<file path="src/rtl/rci_pkg.sv">
// shared types, opcodes and command codes of the robot command interpreter
`timescale 1ns / 1ps
`default_nettype none

package rci_pkg;

   localparam int unsigned OpW   = 8;
   localparam int unsigned ArgW  = 8;
   localparam int unsigned IdxW  = 15;
   localparam int unsigned CmdW  = 4;
   localparam int unsigned DutyW = 7;

   localparam logic [OpW-1:0] OP_START      = 8'h01;
   localparam logic [OpW-1:0] OP_WAIT       = 8'h02;
   localparam logic [OpW-1:0] OP_LED_GREEN  = 8'h44;
   localparam logic [OpW-1:0] OP_LED_OFF    = 8'h45;
   localparam logic [OpW-1:0] OP_SOUND_ON   = 8'h48;
   localparam logic [OpW-1:0] OP_SOUND_OFF  = 8'h09;
   localparam logic [OpW-1:0] OP_STOP       = 8'h60;
   localparam logic [OpW-1:0] OP_STOP_ALT   = 8'h61;
   localparam logic [OpW-1:0] OP_FORWARD    = 8'h62;
   localparam logic [OpW-1:0] OP_BACKWARD   = 8'h63;
   localparam logic [OpW-1:0] OP_TURN_RIGHT = 8'h64;
   localparam logic [OpW-1:0] OP_TURN_LEFT  = 8'h65;
   localparam logic [OpW-1:0] OP_LOOP_START = 8'hC0;
   localparam logic [OpW-1:0] OP_LOOP_END   = 8'hC1;
   localparam logic [OpW-1:0] OP_END        = 8'hFF;

   localparam logic [DutyW-1:0] TURN_DUTY = 7'd50;

   typedef enum logic [CmdW-1:0] {
      CMD_NONE       = 4'd0,
      CMD_WAIT       = 4'd1,
      CMD_LED_GREEN  = 4'd2,
      CMD_LED_OFF    = 4'd3,
      CMD_LED_RED    = 4'd4,
      CMD_SOUND_ON   = 4'd5,
      CMD_SOUND_OFF  = 4'd6,
      CMD_STOP       = 4'd7,
      CMD_FORWARD    = 4'd8,
      CMD_BACKWARD   = 4'd9,
      CMD_TURN_RIGHT = 4'd10,
      CMD_TURN_LEFT  = 4'd11
   } cmd_type;

   typedef struct packed {
      logic [OpW-1:0]  opcode;
      logic [ArgW-1:0] operand;
      logic [IdxW-1:0] pair_index;
   } req_type;

   typedef struct packed {
      cmd_type          command;
      logic [ArgW-1:0]  argument;
      logic [DutyW-1:0] left_duty;
      logic [DutyW-1:0] right_duty;
      logic             wheels_forward;
      logic             jump;
      logic [IdxW-1:0]  jump_target;
   } rsp_type;

endpackage

`default_nettype wire

</file>
<file path="src/rtl/rci_in_stage.sv">
// input register holding one fetched opcode and operand word
`timescale 1ns / 1ps
`default_nettype none

module rci_in_stage import rci_pkg::*; (
   input  wire logic    clock,
   input  wire logic    reset,
   input  wire logic    req_valid,
   output logic         req_ready,
   input  wire req_type req_word,
   input  wire logic    advance,
   output logic         word_valid,
   output req_type      word
);

   logic    valid_ff, valid_in;
   req_type word_ff, word_in;

   assign req_ready = !valid_ff || advance;

   always_comb begin
      valid_in = valid_ff;
      word_in  = word_ff;
      if (req_ready) begin
         valid_in = req_valid;
         word_in  = req_word;
      end
   end

   always_ff @(posedge clock) begin
      if (reset) begin
         valid_ff <= 1'b0;
      end else begin
         valid_ff <= valid_in;
      end
      word_ff <= word_in;
   end

   assign word_valid = valid_ff;
   assign word       = word_ff;

endmodule

`default_nettype wire

</file>
<file path="src/rtl/rci_exec.sv">
// opcode decode with run flag and single level loop registers
`timescale 1ns / 1ps
`default_nettype none

module rci_exec import rci_pkg::*; (
   input  wire logic    clock,
   input  wire logic    reset,
   input  wire req_type word,
   input  wire logic    advance,
   output rsp_type      result
);

   logic            running_ff, running_in;
   logic [ArgW-1:0] loop_count_ff, loop_count_in;
   logic [IdxW-1:0] loop_return_ff, loop_return_in;
   logic [DutyW-1:0] speed;

   // operand * 100 / 255 via reciprocal: (x + 1 + (x >> 8)) >> 8
   function automatic logic [DutyW-1:0] speed_of(input logic [ArgW-1:0] v);
      logic [14:0] prod;
      logic [15:0] sum;
      prod = {7'd0, v} * 15'd100;
      sum  = {1'b0, prod} + 16'd1 + {9'd0, prod[14:8]};
      return sum[14:8];
   endfunction

   assign speed = speed_of(word.operand);

   always_comb begin
      running_in     = running_ff;
      loop_count_in  = loop_count_ff;
      loop_return_in = loop_return_ff;
      result         = '0;
      result.command = CMD_NONE;
      if (word.opcode == OP_START) begin
         running_in = 1'b1;
      end else if (running_ff) begin
         unique case (word.opcode) inside
            OP_WAIT: begin
               result.command  = CMD_WAIT;
               result.argument = word.operand;
            end
            OP_LED_GREEN:  result.command = CMD_LED_GREEN;
            OP_LED_OFF:    result.command = CMD_LED_OFF;
            OP_SOUND_ON: begin
               result.command  = CMD_SOUND_ON;
               result.argument = word.operand;
            end
            OP_SOUND_OFF:  result.command = CMD_SOUND_OFF;
            OP_STOP, OP_STOP_ALT: result.command = CMD_STOP;
            OP_FORWARD: begin
               result.command        = CMD_FORWARD;
               result.wheels_forward = 1'b1;
               result.left_duty      = speed;
               result.right_duty     = speed;
            end
            OP_BACKWARD: begin
               result.command    = CMD_BACKWARD;
               result.left_duty  = speed;
               result.right_duty = speed;
            end
            OP_TURN_RIGHT: begin
               result.command        = CMD_TURN_RIGHT;
               result.wheels_forward = 1'b1;
               result.right_duty     = TURN_DUTY;
            end
            OP_TURN_LEFT: begin
               result.command        = CMD_TURN_LEFT;
               result.wheels_forward = 1'b1;
               result.left_duty      = TURN_DUTY;
            end
            OP_LOOP_START: begin
               loop_count_in  = word.operand;
               loop_return_in = word.pair_index + IdxW'(1);
            end
            OP_LOOP_END: begin
               if (loop_count_ff != '0) begin
                  loop_count_in      = loop_count_ff - ArgW'(1);
                  result.jump        = 1'b1;
                  result.jump_target = loop_return_ff;
               end
            end
            OP_END: begin
               running_in     = 1'b0;
               result.command = CMD_LED_RED;
            end
            default: result.command = CMD_LED_RED;
         endcase
      end
   end

   always_ff @(posedge clock) begin
      if (reset) begin
         running_ff     <= 1'b0;
         loop_count_ff  <= '0;
         loop_return_ff <= '0;
      end else if (advance) begin
         running_ff     <= running_in;
         loop_count_ff  <= loop_count_in;
         loop_return_ff <= loop_return_in;
      end
   end

endmodule

`default_nettype wire

</file>
<file path="src/rtl/robot_command_interpreter_top.sv">
// top level of the robot command interpreter with result register
`timescale 1ns / 1ps
`default_nettype none

// Decodes one opcode/operand word per cycle into one command word while
// rsp_ready does not stall the result register. A request word is registered,
// decoded against the run flag and loop registers, and the command lands in the
// result register, which raises rsp_valid. An empty input register still takes
// a request while a finished command waits on rsp_ready.
module robot_command_interpreter_top import rci_pkg::*; (
   input  wire logic             clock,
   input  wire logic             reset,
   input  wire logic             req_valid,
   output logic                  req_ready,
   input  wire logic [OpW-1:0]   req_opcode,
   input  wire logic [ArgW-1:0]  req_operand,
   input  wire logic [IdxW-1:0]  req_pair_index,
   output logic                  rsp_valid,
   input  wire logic             rsp_ready,
   output logic [CmdW-1:0]       rsp_command,
   output logic [ArgW-1:0]       rsp_argument,
   output logic [DutyW-1:0]      rsp_left_duty,
   output logic [DutyW-1:0]      rsp_right_duty,
   output logic                  rsp_wheels_forward,
   output logic                  rsp_jump,
   output logic [IdxW-1:0]       rsp_jump_target
);

   req_type req_word, word;
   logic    word_valid, advance;
   rsp_type result;
   logic    out_valid_ff, out_valid_in;
   rsp_type out_ff, out_in;

   assign req_word = '{opcode: req_opcode, operand: req_operand,
                       pair_index: req_pair_index};

   assign advance = word_valid && (!out_valid_ff || rsp_ready);

   rci_in_stage u_in_stage (
      .clock      (clock),
      .reset      (reset),
      .req_valid  (req_valid),
      .req_ready  (req_ready),
      .req_word   (req_word),
      .advance    (advance),
      .word_valid (word_valid),
      .word       (word)
   );

   rci_exec u_exec (
      .clock   (clock),
      .reset   (reset),
      .word    (word),
      .advance (advance),
      .result  (result)
   );

   always_comb begin
      out_valid_in = out_valid_ff;
      out_in       = out_ff;
      if (!out_valid_ff || rsp_ready) begin
         out_valid_in = word_valid;
         out_in       = result;
      end
   end

   always_ff @(posedge clock) begin
      if (reset) begin
         out_valid_ff <= 1'b0;
      end else begin
         out_valid_ff <= out_valid_in;
      end
      out_ff <= out_in;
   end

   assign rsp_valid          = out_valid_ff;
   assign rsp_command        = out_ff.command;
   assign rsp_argument       = out_ff.argument;
   assign rsp_left_duty      = out_ff.left_duty;
   assign rsp_right_duty     = out_ff.right_duty;
   assign rsp_wheels_forward = out_ff.wheels_forward;
   assign rsp_jump           = out_ff.jump;
   assign rsp_jump_target    = out_ff.jump_target;

   // a jump word carries no other command
   a_jump_no_cmd: assert property (@(posedge clock) disable iff (reset)
      rsp_valid && rsp_jump |-> rsp_command == CMD_NONE)
      else $error("jump word with a command");

   // target is zero unless jumping
   a_target_zero: assert property (@(posedge clock) disable iff (reset)
      rsp_valid && !rsp_jump |-> rsp_jump_target == '0)
      else $error("jump target without jump");

   // duties stay within percent
   a_duty_range: assert property (@(posedge clock) disable iff (reset)
      rsp_valid |-> rsp_left_duty <= 7'd100 && rsp_right_duty <= 7'd100)
      else $error("duty above 100");

   // an empty input register always takes a word
   a_ready_empty: assert property (@(posedge clock) disable iff (reset)
      !word_valid |-> req_ready)
      else $error("input stalled while empty");

   // a stalled result word holds
   a_out_hold: assert property (@(posedge clock) disable iff (reset)
      rsp_valid && !rsp_ready |=> rsp_valid && $stable(out_ff))
      else $error("result word changed while stalled");

endmodule

`default_nettype wire

</file>
<file path="config.mk">
export PLATFORM = sky130hd
export DESIGN_NAME = robot_command_interpreter_top
export DESIGN_NICKNAME = d
export VERILOG_FILES = /design/src/rtl/rci_pkg.sv /design/src/rtl/rci_in_stage.sv /design/src/rtl/rci_exec.sv /design/src/rtl/robot_command_interpreter_top.sv
export SDC_FILE = /design/constraint.sdc
export NUM_CORES = 1
export LEC_CHECK = 0
export ABC_AREA = 1
export BUFFER_PORTS_ARGS = -buffer_cell sky130_fd_sc_hd__clkbuf_2
export CAP_MARGIN = 0
export CORE_UTILIZATION = 60
export CTS_BUF_LIST = sky130_fd_sc_hd__clkbuf_16
export CTS_CLUSTER_DIAMETER = 50
export DETAILED_ROUTE_END_ITERATION = 16
export GPL_TIMING_DRIVEN = 0
export PLACE_DENSITY = 0.95
export SLEW_MARGIN = 20
export SYNTH_ARGS = -nofsm -noshare
export SYNTH_HDL_FRONTEND = slang
export SYNTH_SLANG_ARGS = --single-unit
</file>
<file path="constraint.sdc">
create_clock -name clock -period 8.5 [get_ports clock]
set_input_delay 1.275 -clock clock [delete_from_list [all_inputs] [get_ports clock]]
set_output_delay 1.275 -clock clock [all_outputs]
set_load 0.1 [all_outputs]
</file>
Yosys cells after proc, flatten, opt, wreduce, memory -nomap -nowiden
Index checks and enable logic that the tools add are counted.
- muxes and demuxes: 10
- reduce and logical (&&, ||, !) cells: 18
- multipliers: 1
- bitwise logic cells: 5
- eq/ne operators: 16
- add/subtract/negate cells: 4
- operator list (cell ; count):
    equality test 8 x 7 -> 1 bit, second input constant ; 9
    one-hot mux 4 bit (11 select lines) ; 1
    adder 15 x 1 -> 15 bit, second input constant ; 2
    one-hot mux 7 bit (2 select lines) ; 2
    equality test 8 bit, second input constant ; 3
    two-way mux 16 bit ; 1
    one-hot mux 8 bit (2 select lines) ; 1
    adder 15 x 7 -> 15 bit ; 1
    multiplier 8 x 5 -> 13 bit, second input constant ; 1
    OR reduction 2 bit ; 5
    OR reduction 3 bit ; 3
    equality test 8 x 1 -> 1 bit, second input constant ; 1
    equality test 8 x 2 -> 1 bit, second input constant ; 1
    equality test 8 x 4 -> 1 bit, second input constant ; 1
    two-way mux 8 bit ; 1
    nonzero test 8 bit ; 1
    subtractor 8 x 1 -> 8 bit, second input constant ; 1
    NOT 1 bit ; 5
    AND reduction 5 bit ; 1
    two-way mux 1 bit ; 4
    AND reduction 4 bit ; 1
    OR reduction 4 bit ; 1
    zero test 1 bit ; 2
    logical OR 1 bit ; 2
    3 further kinds ; 3
- input bits: 35
- output and inout port bits: 45
- logic and storage cells: 69
- register bits after elaboration: 100

Longest topological paths before layout
Gate-level depths: netlist of run 1.
- word-level depth: 4
- depth in mapped cells: 25

Hierarchy
From an unflattened synthesis of run 1, not the netlist that was laid out.
- cells, all modules: 549
- area total of the unflattened synthesis: 5311.3 µm²
- modules (own cells, without submodules) (module ; sequential area each (µm²) ; area an instance (µm²) ; cells an instance ; times used):
    rci_exec ; 480.5 ; 2999.1 ; 464 ; 1
    robot_command_interpreter_top ; 1311.3 ; 1338.8 ; 49 ; 1
    rci_in_stage ; 950.9 ; 973.4 ; 36 ; 1

Worst setup path after synthesis of run 1
No wires, ideal clock.
- path type: input port to output port
- start: input port rsp_ready
- end: output port req_ready
- arrival time: 2.753 ns
- setup slack: 4.472 ns
- cell stages on the path: 2
- path buffers: 0
- data required time: 7.225 ns
- cells stage by stage: inv_1 nand3_1
- word-level cells in the longest chain between the ends: 3
- RTL lines (what ; line ; text):
    start, declared ; robot_command_interpreter_top.sv:19 ; input wire logic rsp_ready,
    logical OR 1 bit ; robot_command_interpreter_top.sv:38 ; assign advance = word_valid && (!out_valid_ff || rsp_ready);
    logical AND 1 bit ; robot_command_interpreter_top.sv:38 ;
    logical OR 1 bit ; rci_in_stage.sv:19 ; assign req_ready = !valid_ff || advance;
    end, declared ; robot_command_interpreter_top.sv:14 ; output logic req_ready,
Every way passes these cells.

Worst setup path after layout of run 1
- start: register u_in_stage.word_ff, in the netlist u_in_stage.word[17]
- end: register out_ff, in the netlist rsp_left_duty[0], data pin
- word-level cells in the longest chain between the ends: 4
- RTL lines (what ; line ; text):
    start, declared ; rci_in_stage.sv:17 ; req_type word_ff, word_in;
    start signal, assigned ; rci_in_stage.sv:36 ; word_ff <= word_in;
    multiplier 8 x 5 -> 13 bit * ; rci_exec.sv:22 ; prod = {7'd0, v} * 15'd100;
    adder 15 x 1 -> 15 bit ; rci_exec.sv:23 ; sum = {1'b0, prod} + 16'd1 + {9'd0, prod[14:8]};
    adder 15 x 7 -> 15 bit * ; rci_exec.sv:23 ;
    one-hot mux 7 bit (2 select lines) * ; rci_exec.sv:38 ; unique case (word.opcode) inside
    end signal, assigned ; robot_command_interpreter_top.sv:74 ; out_ff <= out_in;
    end, declared ; robot_command_interpreter_top.sv:33 ; rsp_type out_ff, out_in;
Mark *: on every way between the ends. The rest lies on a longest branch, timed or not.
A chain may end at the register's enable or synchronous reset.

==> results.cfg, run 1 <==
[worst_setup_path]
endpoint_kind = flip-flop
crit_type = flip-flop to flip-flop
required_ns = 8.59
critPathLaunchType = flip-flop
reg2reg_to = rsp_left_duty[0]
rrSetupSlack_ns = 4.15
worstReg2RegStart = u_in_stage.word[17]
crit_fanout = 5
crit_arrival_ns = 4.44
reg2reg_depth = 19

[cells_and_area]
final_core_util_pct = 73.2
nets = 715
nFillCells = 528
layout-drive-gt1-share_pct = 22.2
antenna_cells = 0
area_growth_pct = 16.0

[placed_design]
place.gp.congestion = 0.874
dp_hpwl_um = 8330
io_buffers = 79
post-place-ws_ns = 4.27

[yosys]
avgSynthCellArea_um2 = 9.53
yosys.area.top_type = edfxtp_1
synthesis.area_um2 = 5260
ys_seq_area_share_pct = 52.1
ys.warnings.count = 0
synth_area_leaders = edfxtp_1, dfxtp_1, ha_1
synth_cells = 552
synth_top_area_share_pct = 42.2
yosys.cell_types.count = 41
synth_edf_count = 74
ys_seq_elements = 100
syn-num-nets = 624
synthFlopType = edfxtp_1
synthArstFlopShare_pct = 0

[worst_hold_path]
hold_depth = 2
holdPathEnd = u_exec.loop_return_ff[1]
hold_path.class = flip-flop to flip-flop
hold_path.startpoint = u_exec.loop_return_ff[1]

[routing]
finalWirelength_um = 11500
vias = 4233
wire_per_inst_um = 15.3
vias_per_cell = 5.62
route.detailed.drc = 0
antenna_left = 0
drt_iter0_markers = 410
firstDrtPassIters = 6

[timing]
hold_violations = 0
finClkSkew_ns = 0.00893
rsz0062_at_grt = no
finalSetupViolCount = 0
finalCritPeriodShare_pct = 51.2
finalWorstSetupSlack_ns = 4.15
fmax_mhz = 230
min_period_ns = 4.35
slew_headroom_pct = 42.1
setup_tns_ns = 0
worst_pin_slew_ns = 0.868
slew_viol_final = 0

[pwr]
power.density_nw_per_um2 = 204
power_uw = 1240
peakVddDrop_uv = 119
p_leak_uw = 0.00280

[die]
pin_count = 80
row_count = 33
start_util_pct = 63.1
dieWidth_um = 95.7
dieArea_um2 = 9150
core-area_um2 = 8340
fp.dieH_um = 95.7

[global_routing]
grt_usage_pct = 26.5
grt_pass1_vias = 3989
antenna_found_initial = 0
grt_max_degree = 34
grt-ovfl-total = 0
grt_pass1_wl_um = 18000

[clock_network]
clk_pin_slew_ns = 0.07
clock-sinks = 100
clock_latency_ns = 0.35
htree_levels = 3
hold_buffers = 0
clockRootBuffer = clkbuf_16
numCtsBuffers = 9
post_cts_buffers = 0
cts_resized = 0
clk_path_buf_depth = 2
cts_tree = done

[run]
cap_viol_max_count = 0

[run_status]
status = completed
[report_power, final]
group          leakage (uW)  total [uW]  switching [uW]  internal, uW
combinational       0.00160         299             209          90.6
clock              0.000149         394             178           216
sequential          0.00105         552            13.2           538
[worst max path at each step]
| stage | startpoint | to | slack, ns | cells past startpoint |
|---|---|---|---|---|
| CTS | u_in_stage.word[17] | rsp_left_duty[0] | 4.21 | 21 |
| detailed placement | u_in_stage.word[17] | rsp_left_duty[0] | 4.27 | 21 |
| finish | u_in_stage.word[17] | rsp_left_duty[0] | 4.15 | 19 |
| floorplan | rsp_ready | req_ready | 4.47 | 2 |
| global route | u_in_stage.word[17] | rsp_left_duty[2] | 3.98 | 20 |
| global placement | rsp_ready | req_ready | 4.11 | 4 |
[cells in the final DEF (no fill, tap or decap), drive strengths merged, types with 5 or more instances in the layout]
cell	count
a211oi	6
a21oi	40
buf	5
clkbuf	93
dfxtp	26
edfxtp	74
ha	34
inv	96
nand2	89
nand3	32
nand4	9
nor2	75
nor3	5
o21ai	25
xor2	13
[area by class of cell]
class / count / area (um2) / area share (%)
Sequential cell: 100 / 2740 / 44.9
Multi-Input combinational cell: 351 / 2130 / 34.9
Timing Repair Buffer: 80 / 415 / 6.80
Inverter: 93 / 349 / 5.72
Clock buffer: 10 / 250 / 4.10
Tap cell: 105 / 131 / 2.15
Buffer: 8 / 45.0 / 0.738
Clock inverter: 6 / 38.8 / 0.635
[critical path, cell delays in order, from the launching register on]
cell	delay, ns
edfxtp_1	0.49
ha_1	0.35
ha_1	0.32
fa_1	0.47
ha_1	0.39
a21oi_2	0.19
nand2_2	0.10
nand2_2	0.08
nand3b_1	0.10
and2_1	0.19
buf_6	0.13
ha_1	0.30
a211oi_1	0.30
a21oi_2	0.12
inv_1	0.08
nand2_1	0.05
nand2_1	0.05
o22ai_1	0.06
o21ai_0	0.25
inv_1	0.08
[registers in the layout, indices dropped and copies added (netlist names)]
signal and cells:
u_exec.running_ff 1, rsp_command 4, rsp_right_duty 7, rsp_argument 8, rsp_jump 1, rsp_valid 1
u_exec.loop_count_ff 8, u_exec.loop_return_ff 15, rsp_wheels_forward 1, rsp_left_duty 7, u_in_stage.word 31, rsp_jump_target 15
u_in_stage.word_valid 1
[cells in the mapped netlist, types with 9 or more instances]
cell type,number
nor2_1,65
nand2_1,78
inv_1,88
edfxtp_1,74
xor2_1,12
nand4_1,9
o21ai_0,24
nand2_2,10
ha_1,34
nand3_1,27
a21oi_1,35
dfxtp_1,26
[metrics by stage]
step | std cells | hold WS, ns | area, um2
after floorplan | 552 | 0.429 | 5260
after global placement | 736 | 0.443 | 5790
after detailed placement | 737 | 0.452 | 5820
after CTS | 753 | 0.462 | 6110
after global routing | 753 | 0.496 | 6110
final | 753 | 0.469 | 6110
[per-layer routing]
| layer | up-vias | global-route usage [%] | wire length [um] |
|---|---|---|---|
| li1 | 2026 | - | - |
| met1 | 1918 | 30.5 | 4570 |
| met2 | 233 | 45.3 | 5620 |
| met3 | 56 | 7.42 | 901 |
| met4 | 0 | 12.9 | 450 |
| met5 | - | 0 | 0 |
[kinds of logic (layout without fill, tap and decap cells)]
logic type | Yosys count | count (layout) | share of synthesized area [%]
buffers and inverters | 101 | 197 | 7.49
DFF | 100 | 100 | 52.1
xor gates and xnor gates | 17 | 17 | 2.97
AOI/OAI and AO/OA | 79 | 79 | 8.82
adders and majority gates | 37 | 37 | 9.23
and+or+nand+nor | 218 | 218 | 19.4
(Power assumes the default switching activity.)
==> inputs of run 2 (changes only) <==
--- a/config.mk
+++ b/config.mk
@@ -8,12 +8,12 @@
 export ABC_AREA = 1
 export BUFFER_PORTS_ARGS = -buffer_cell sky130_fd_sc_hd__clkbuf_2
 export CAP_MARGIN = 0
-export CORE_UTILIZATION = 60
+export CORE_UTILIZATION = 52
 export CTS_BUF_LIST = sky130_fd_sc_hd__clkbuf_16
 export CTS_CLUSTER_DIAMETER = 50
 export DETAILED_ROUTE_END_ITERATION = 16
 export GPL_TIMING_DRIVEN = 0
-export PLACE_DENSITY = 0.95
+export PLACE_DENSITY = 0.88
 export SLEW_MARGIN = 20
 export SYNTH_ARGS = -nofsm -noshare
 export SYNTH_HDL_FRONTEND = slang
==> constraint.sdc (replaced) <==
create_clock -name clock -period 3.6 [get_ports clock]
set_input_delay 0.54 -clock clock [delete_from_list [all_inputs] [get_ports clock]]
set_output_delay 0.54 -clock clock [all_outputs]
set_load 0.1 [all_outputs]
==> run 2 against run 1 <==
  * The flow now finishes with violations (setup timing)
  * Clock-buffer cell count unchanged
  * Register-to-register slack got worse by 4.4 ns
  * Largest power group unchanged
  * Sequential power rose by 140%
  * Die area up 15%
==> results.cfg, run 2 (synthesized netlist as in run 1, its figures left out) <==
[pwr]
combPwrFrac_pct = 31.4
swShare_pct = 33.2
sequentialPowerShare_pct = 39.8
power.internal_uw = 2180
power_uw = 3260
p_leak_uw = 0.00295
p_clk_share_pct = 28.8
power.density_nw_per_um2 = 493
peakVddDrop_uv = 253
p_switching_uw = 1080

[die]
row_count = 36
dieArea_um2 = 10500
dieWidth_um = 103
core-area_um2 = 9770
start_util_pct = 53.8
pin_count = 80
fp.dieH_um = 103

[cells_and_area]
final_area_um2 = 6610
area_growth_pct = 25.7
final_cell_mix = inv_1, clkbuf_2, edfxtp_1, nand2_1, nor2_1
antenna_cells = 0
nets = 743
nFillCells = 695
layout-drive-gt1-share_pct = 31.4
final_core_util_pct = 67.7
largest_register_ffs = 31
layout_commonest_cell = inv_1

[worst_setup_path]
startpoint = u_in_stage.word[18]
endpoint_kind = flip-flop
worstReg2RegStart = u_in_stage.word[18]
slowest_stage = fa_1
max_stage_delay_ns = 0.48
critPathLaunchType = flip-flop
crit_fanout = 7
required_ns = 3.68
crit_arrival_ns = 3.96
crit_top_cell = nand2_2
rrSetupSlack_ns = -0.28
cp_cell_sequence = buf_6, ha_4, ha_4, fa_1, ha_4, nand3_2, nand2_2, nand2_2, nand2_2, nand2_2, and2_4, ha_4, a21oi_2, nand2_2, a21oi_2, a21oi_2, nand2_2, nand2_4, nand4_1, nand3_2, a21oi_2
crit_type = flip-flop to flip-flop

[routing]
drt_iter0_markers = 502
firstDrtPassIters = 8
antenna_left = 0
wire_per_inst_um = 15.7
vias = 4433
finalWirelength_um = 12700
route.detailed.drc = 0
vias_per_cell = 5.48

[placed_design]
dpl-instance-area_um2 = 5920
dp_hpwl_um = 8280
post-place-ws_ns = -0.382
place.gp.congestion = 0.956
io_buffers = 79

[timing]
finClkSkew_ns = 0.0103
holdWs_ns = 0.357
fmax_mhz = 258
min_period_ns = 3.88
finalCritPeriodShare_pct = 108
hold_violations = 0
rsz0062_at_grt = yes
slew_headroom_pct = 59.8
finalWorstSetupSlack_ns = -0.280
finalSetupViolCount = 14
slew_viol_final = 0
worst_pin_slew_ns = 0.603

[clock_network]
htree_levels = 3
clockRootBuffer = clkbuf_16
clk_pin_slew_ns = 0.07
hold_buffers = 0
numCtsBuffers = 9
cts_tree = done
clock-sinks = 100
clk_path_buf_depth = 2
clock_latency_ns = 0.35

[global_routing]
antenna_found_initial = 0
grt-ovfl-total = 0
grt_usage_pct = 24.0
grt_pass1_wl_um = 19100
grt_max_degree = 28
grt_pass1_vias = 4189

[run]
cap_viol_max_count = 0

[worst_hold_path]
hold_path.startpoint = req_operand[2]
hold_path.class = primary input to flip-flop

[run_status]
violations = setup timing
status = finished, violations left
-- run 2: cell count changes in the layout (fill, tap and decap cells not counted), moves of 3 or more --
cell,delta
inv_1,-3
nand2_2,+9
buf_4,+27
ha_1,-10
nand2_1,-11
ha_4,+9
a21oi_2,+7
a21oi_1,-8
inv_2,+3
-- run 2: power by group through the flow --
stage               logic (uW)  clock network [uW]  registers [uW]
finish                    1020                 939            1300
CTS                        884                 949            1300
floorplan                  464                   0            1440
detailed placement         730                   0            1330
global route              1080                1000            1300
global placement           692                   0            1330
-- run 2: worst max-delay path, delay by kind of cell, from the launching register on --
kind	cells	cell delay, ns
adder cells (fa/ha/maj)	5	1.55
AND/OR/NAND/NOR	11	1.15
flip-flops	1	0.42
AO/OA/AOI/OAI	4	0.32
buffers and inverters	1	0.15
-- run 2: routing by layer --
metal | up-vias | share of wire [%] | routed length [um] | GRT usage [%]
met5 | - | 0 | 0 | 0
met4 | 0 | 4.2 | 539 | 13.5
met3 | 59 | 7.6 | 968 | 4.88
met2 | 287 | 49 | 6250 | 40.5
met1 | 2013 | 39 | 4970 | 28.7
li1 | 2074 | - | - | -
-- run 2: stage by stage --
| step | std cells | setup TNS (ns) |
|---|---|---|
| finish | 809 | -3.19 |
| global route | 809 | -4.76 |
| CTS | 800 | -1.84 |
| detailed placement | 766 | -5.08 |
| global placement | 764 | -3.54 |
| floorplan | 552 | -0.373 |
-- run 2: timing repair --
action                     in CTS  in global routing
pin swaps                      20                 17
buffers inserted               19                  9
setup endpoints to repair      14                 14
gates resized for setup        22                 20
-- run 2: area by class of cell --
cell class                      instances  area (um2)  area share [%]
Sequential cell                       100        2740            41.5
Multi-Input combinational cell        351        2370            35.9
Timing Repair Buffer                  109         657            9.93
Inverter                               93         349            5.28
Clock buffer                           10         250            3.78
Tap cell                              133         166            2.52
Clock inverter                          6        40.0           0.605
Buffer                                  7        33.8           0.511
-- run 2: final timing paths --
check / end / cells after the start
worst min-delay path: u_in_stage.word[17] / 1
worst min register to register: u_exec.loop_return_ff[11] / 2
worst max-delay path: rsp_left_duty[5] / 21
worst max register to register: rsp_left_duty[5] / 21
==> inputs of run 3 (changes only) <==
--- a/config.mk
+++ b/config.mk
@@ -14,6 +14,7 @@
 export DETAILED_ROUTE_END_ITERATION = 16
 export GPL_TIMING_DRIVEN = 0
 export PLACE_DENSITY = 0.88
+export RECOVER_POWER = 100
 export SLEW_MARGIN = 20
 export SYNTH_ARGS = -nofsm -noshare
 export SYNTH_HDL_FRONTEND = slang
==> run 3 against run 2 <==
  * The run ends with capacitance limit, slew limit, setup timing left
  * Final area fell by 2.1%
  * Non-clock buffer count did not move
  * Worst hold slack barely moved
  * Via count rose by 0.43%
  * Utilization fell by 1.4 points
  * Combinational power barely moved
  * Critical endpoint unchanged
==> results.cfg, run 3 (synthesized netlist as in run 1, its figures left out) <==
[run_status]
status = finished, violations left
violations = capacitance limit, slew limit, setup timing

[clock_network]
cts_tree = done
clk_pin_slew_ns = 0.07
clk_path_buf_depth = 2
clock_latency_ns = 0.35
clock-sinks = 100
htree_levels = 3
numCtsBuffers = 9
hold_buffers = 0
clockRootBuffer = clkbuf_16

[cells_and_area]
multi_input_comb_area_um2 = 2340
nFillCells = 729
layout-drive-gt1-share_pct = 22.0
final_core_util_pct = 66.3
area_growth_pct = 23.1
antenna_cells = 0
seq_area_um2 = 2740
final_cell_mix = inv_1, edfxtp_1, nand2_1, nor2_1, clkbuf_1
largest_register_ffs = 31
layout_commonest_cell = inv_1
nets = 743

[placed_design]
place.gp.congestion = 0.956
io_buffers = 79
dp_hpwl_um = 8280

[timing]
min_period_ns = 3.88
fmax_mhz = 257
finalSetupViolCount = 14
slew_viol_final = 28
hold_violations = 0
slew_headroom_pct = -9.86
finClkSkew_ns = 0.0113
finalWorstSetupSlack_ns = -0.284
rsz0062_at_grt = yes
worst_pin_slew_ns = 1.65
finalCritPeriodShare_pct = 108
holdWs_ns = 0.357

[pwr]
power_uw = 3260
peakVddDrop_uv = 253
p_leak_uw = 0.00276
power.density_nw_per_um2 = 503

[worst_setup_path]
rrSetupSlack_ns = -0.28
endpoint_kind = flip-flop
crit_type = flip-flop to flip-flop
critPathLaunchType = flip-flop
worstReg2RegStart = u_in_stage.word[18]
required_ns = 3.68
crit_fanout = 7
reg2reg_to = rsp_left_duty[5]
crit_arrival_ns = 3.96
reg2reg_depth = 21

[routing]
antenna_left = 0
route.detailed.drc = 0
wire_per_inst_um = 15.8
drt_iter0_markers = 454
vias_per_cell = 5.50
finalWirelength_um = 12800
vias = 4452
firstDrtPassIters = 6

[die]
dieWidth_um = 103
dieArea_um2 = 10500
start_util_pct = 53.8
fp.dieH_um = 103
row_count = 36
pin_count = 80
core-area_um2 = 9770

[global_routing]
grt_pass1_wl_um = 19100
grt_pass1_vias = 4189
grt-ovfl-total = 0
grt_max_degree = 28
grt_usage_pct = 24.0
antenna_found_initial = 0

[worst_hold_path]
hold_path.startpoint = req_operand[2]
holdPathEnd = u_in_stage.word[17]
hold_path.class = primary input to flip-flop
hold_depth = 1

[run]
cap_viol_max_count = 1
-- run 3: stage by stage --
| step | TNS, ns | worst slack [ns] | cell area [um2] | std cells |
|---|---|---|---|---|
| 3_5_place_dp | -5.08 | -0.382 | 5920 | 766 |
| 3_3_place_gp | -3.54 | -0.284 | 5870 | 764 |
| 2_1_floorplan | -0.373 | -0.0480 | 5310 | 552 |
| 6_report | -3.25 | -0.284 | 6480 | 809 |
| 4_1_cts | -1.84 | -0.163 | 6470 | 800 |
| 5_1_grt | -4.76 | -0.394 | 6480 | 809 |
-- run 3: worst max-delay path by stage --
stage                        startpoint               end  slack, ns  cells past startpoint
finish              u_in_stage.word[18]  rsp_left_duty[5]      -0.28                     21
global route        u_in_stage.word[19]  rsp_left_duty[5]      -0.39                     22
CTS                 u_in_stage.word[18]  rsp_left_duty[6]      -0.16                     20
detailed placement  u_in_stage.word[19]  rsp_left_duty[6]      -0.38                     23
global placement    u_in_stage.word[19]  rsp_left_duty[6]      -0.28                     23
floorplan           u_in_stage.word[18]  rsp_left_duty[6]      -0.05                     20
-- run 3: area by class of cell --
class / count / area share (%)
clock buffer: 10 / 3.86
multi-input combinational: 351 / 36.2
clock inverter: 6 / 0.618
inverter: 93 / 5.39
sequential: 100 / 42.3
tap: 133 / 2.57
buffer: 7 / 0.406
timing repair buffer: 109 / 8.60
-- run 3: report_power, final --
| part | internal (uW) | switching [uW] |
|---|---|---|
| clock network | 512 | 428 |
| registers | 1270 | 28.0 |
| logic | 389 | 630 |
-- run 3: per-layer routing --
| layer | GRT usage, % | share of wire [%] | wire length, um |
|---|---|---|---|
| met5 | 0 | 0 | 0 |
| met1 | 28.7 | 40 | 5100 |
| met3 | 4.88 | 7.0 | 902 |
| met4 | 13.5 | 4.5 | 582 |
| met2 | 40.5 | 49 | 6230 |
-- run 3: timing repair --
item                       4_1_cts  5_1_grt
hold endpoints to repair         0        0
buffers inserted                19        9
resized for setup               22       20
setup endpoints to repair       14       14
pin swaps                       20       17
-- run 3: worst max-delay path, cell delays in order (launching register included) --
cell      delay [ns]
edfxtp_1        0.42
buf_6           0.15
ha_4            0.27
ha_4            0.19
fa_1            0.48
ha_4            0.33
nand3_2         0.09
nand2_2         0.09
nand2_2         0.06
nand2_2         0.07
nand2_2         0.06
and2_4          0.16
ha_4            0.27
a21oi_2         0.06
nand2_2         0.06
a21oi_2         0.06
a21oi_2         0.14
nand2_2         0.08
nand2_4         0.13
nand4_1         0.21
nand3_2         0.16
a21oi_2         0.06
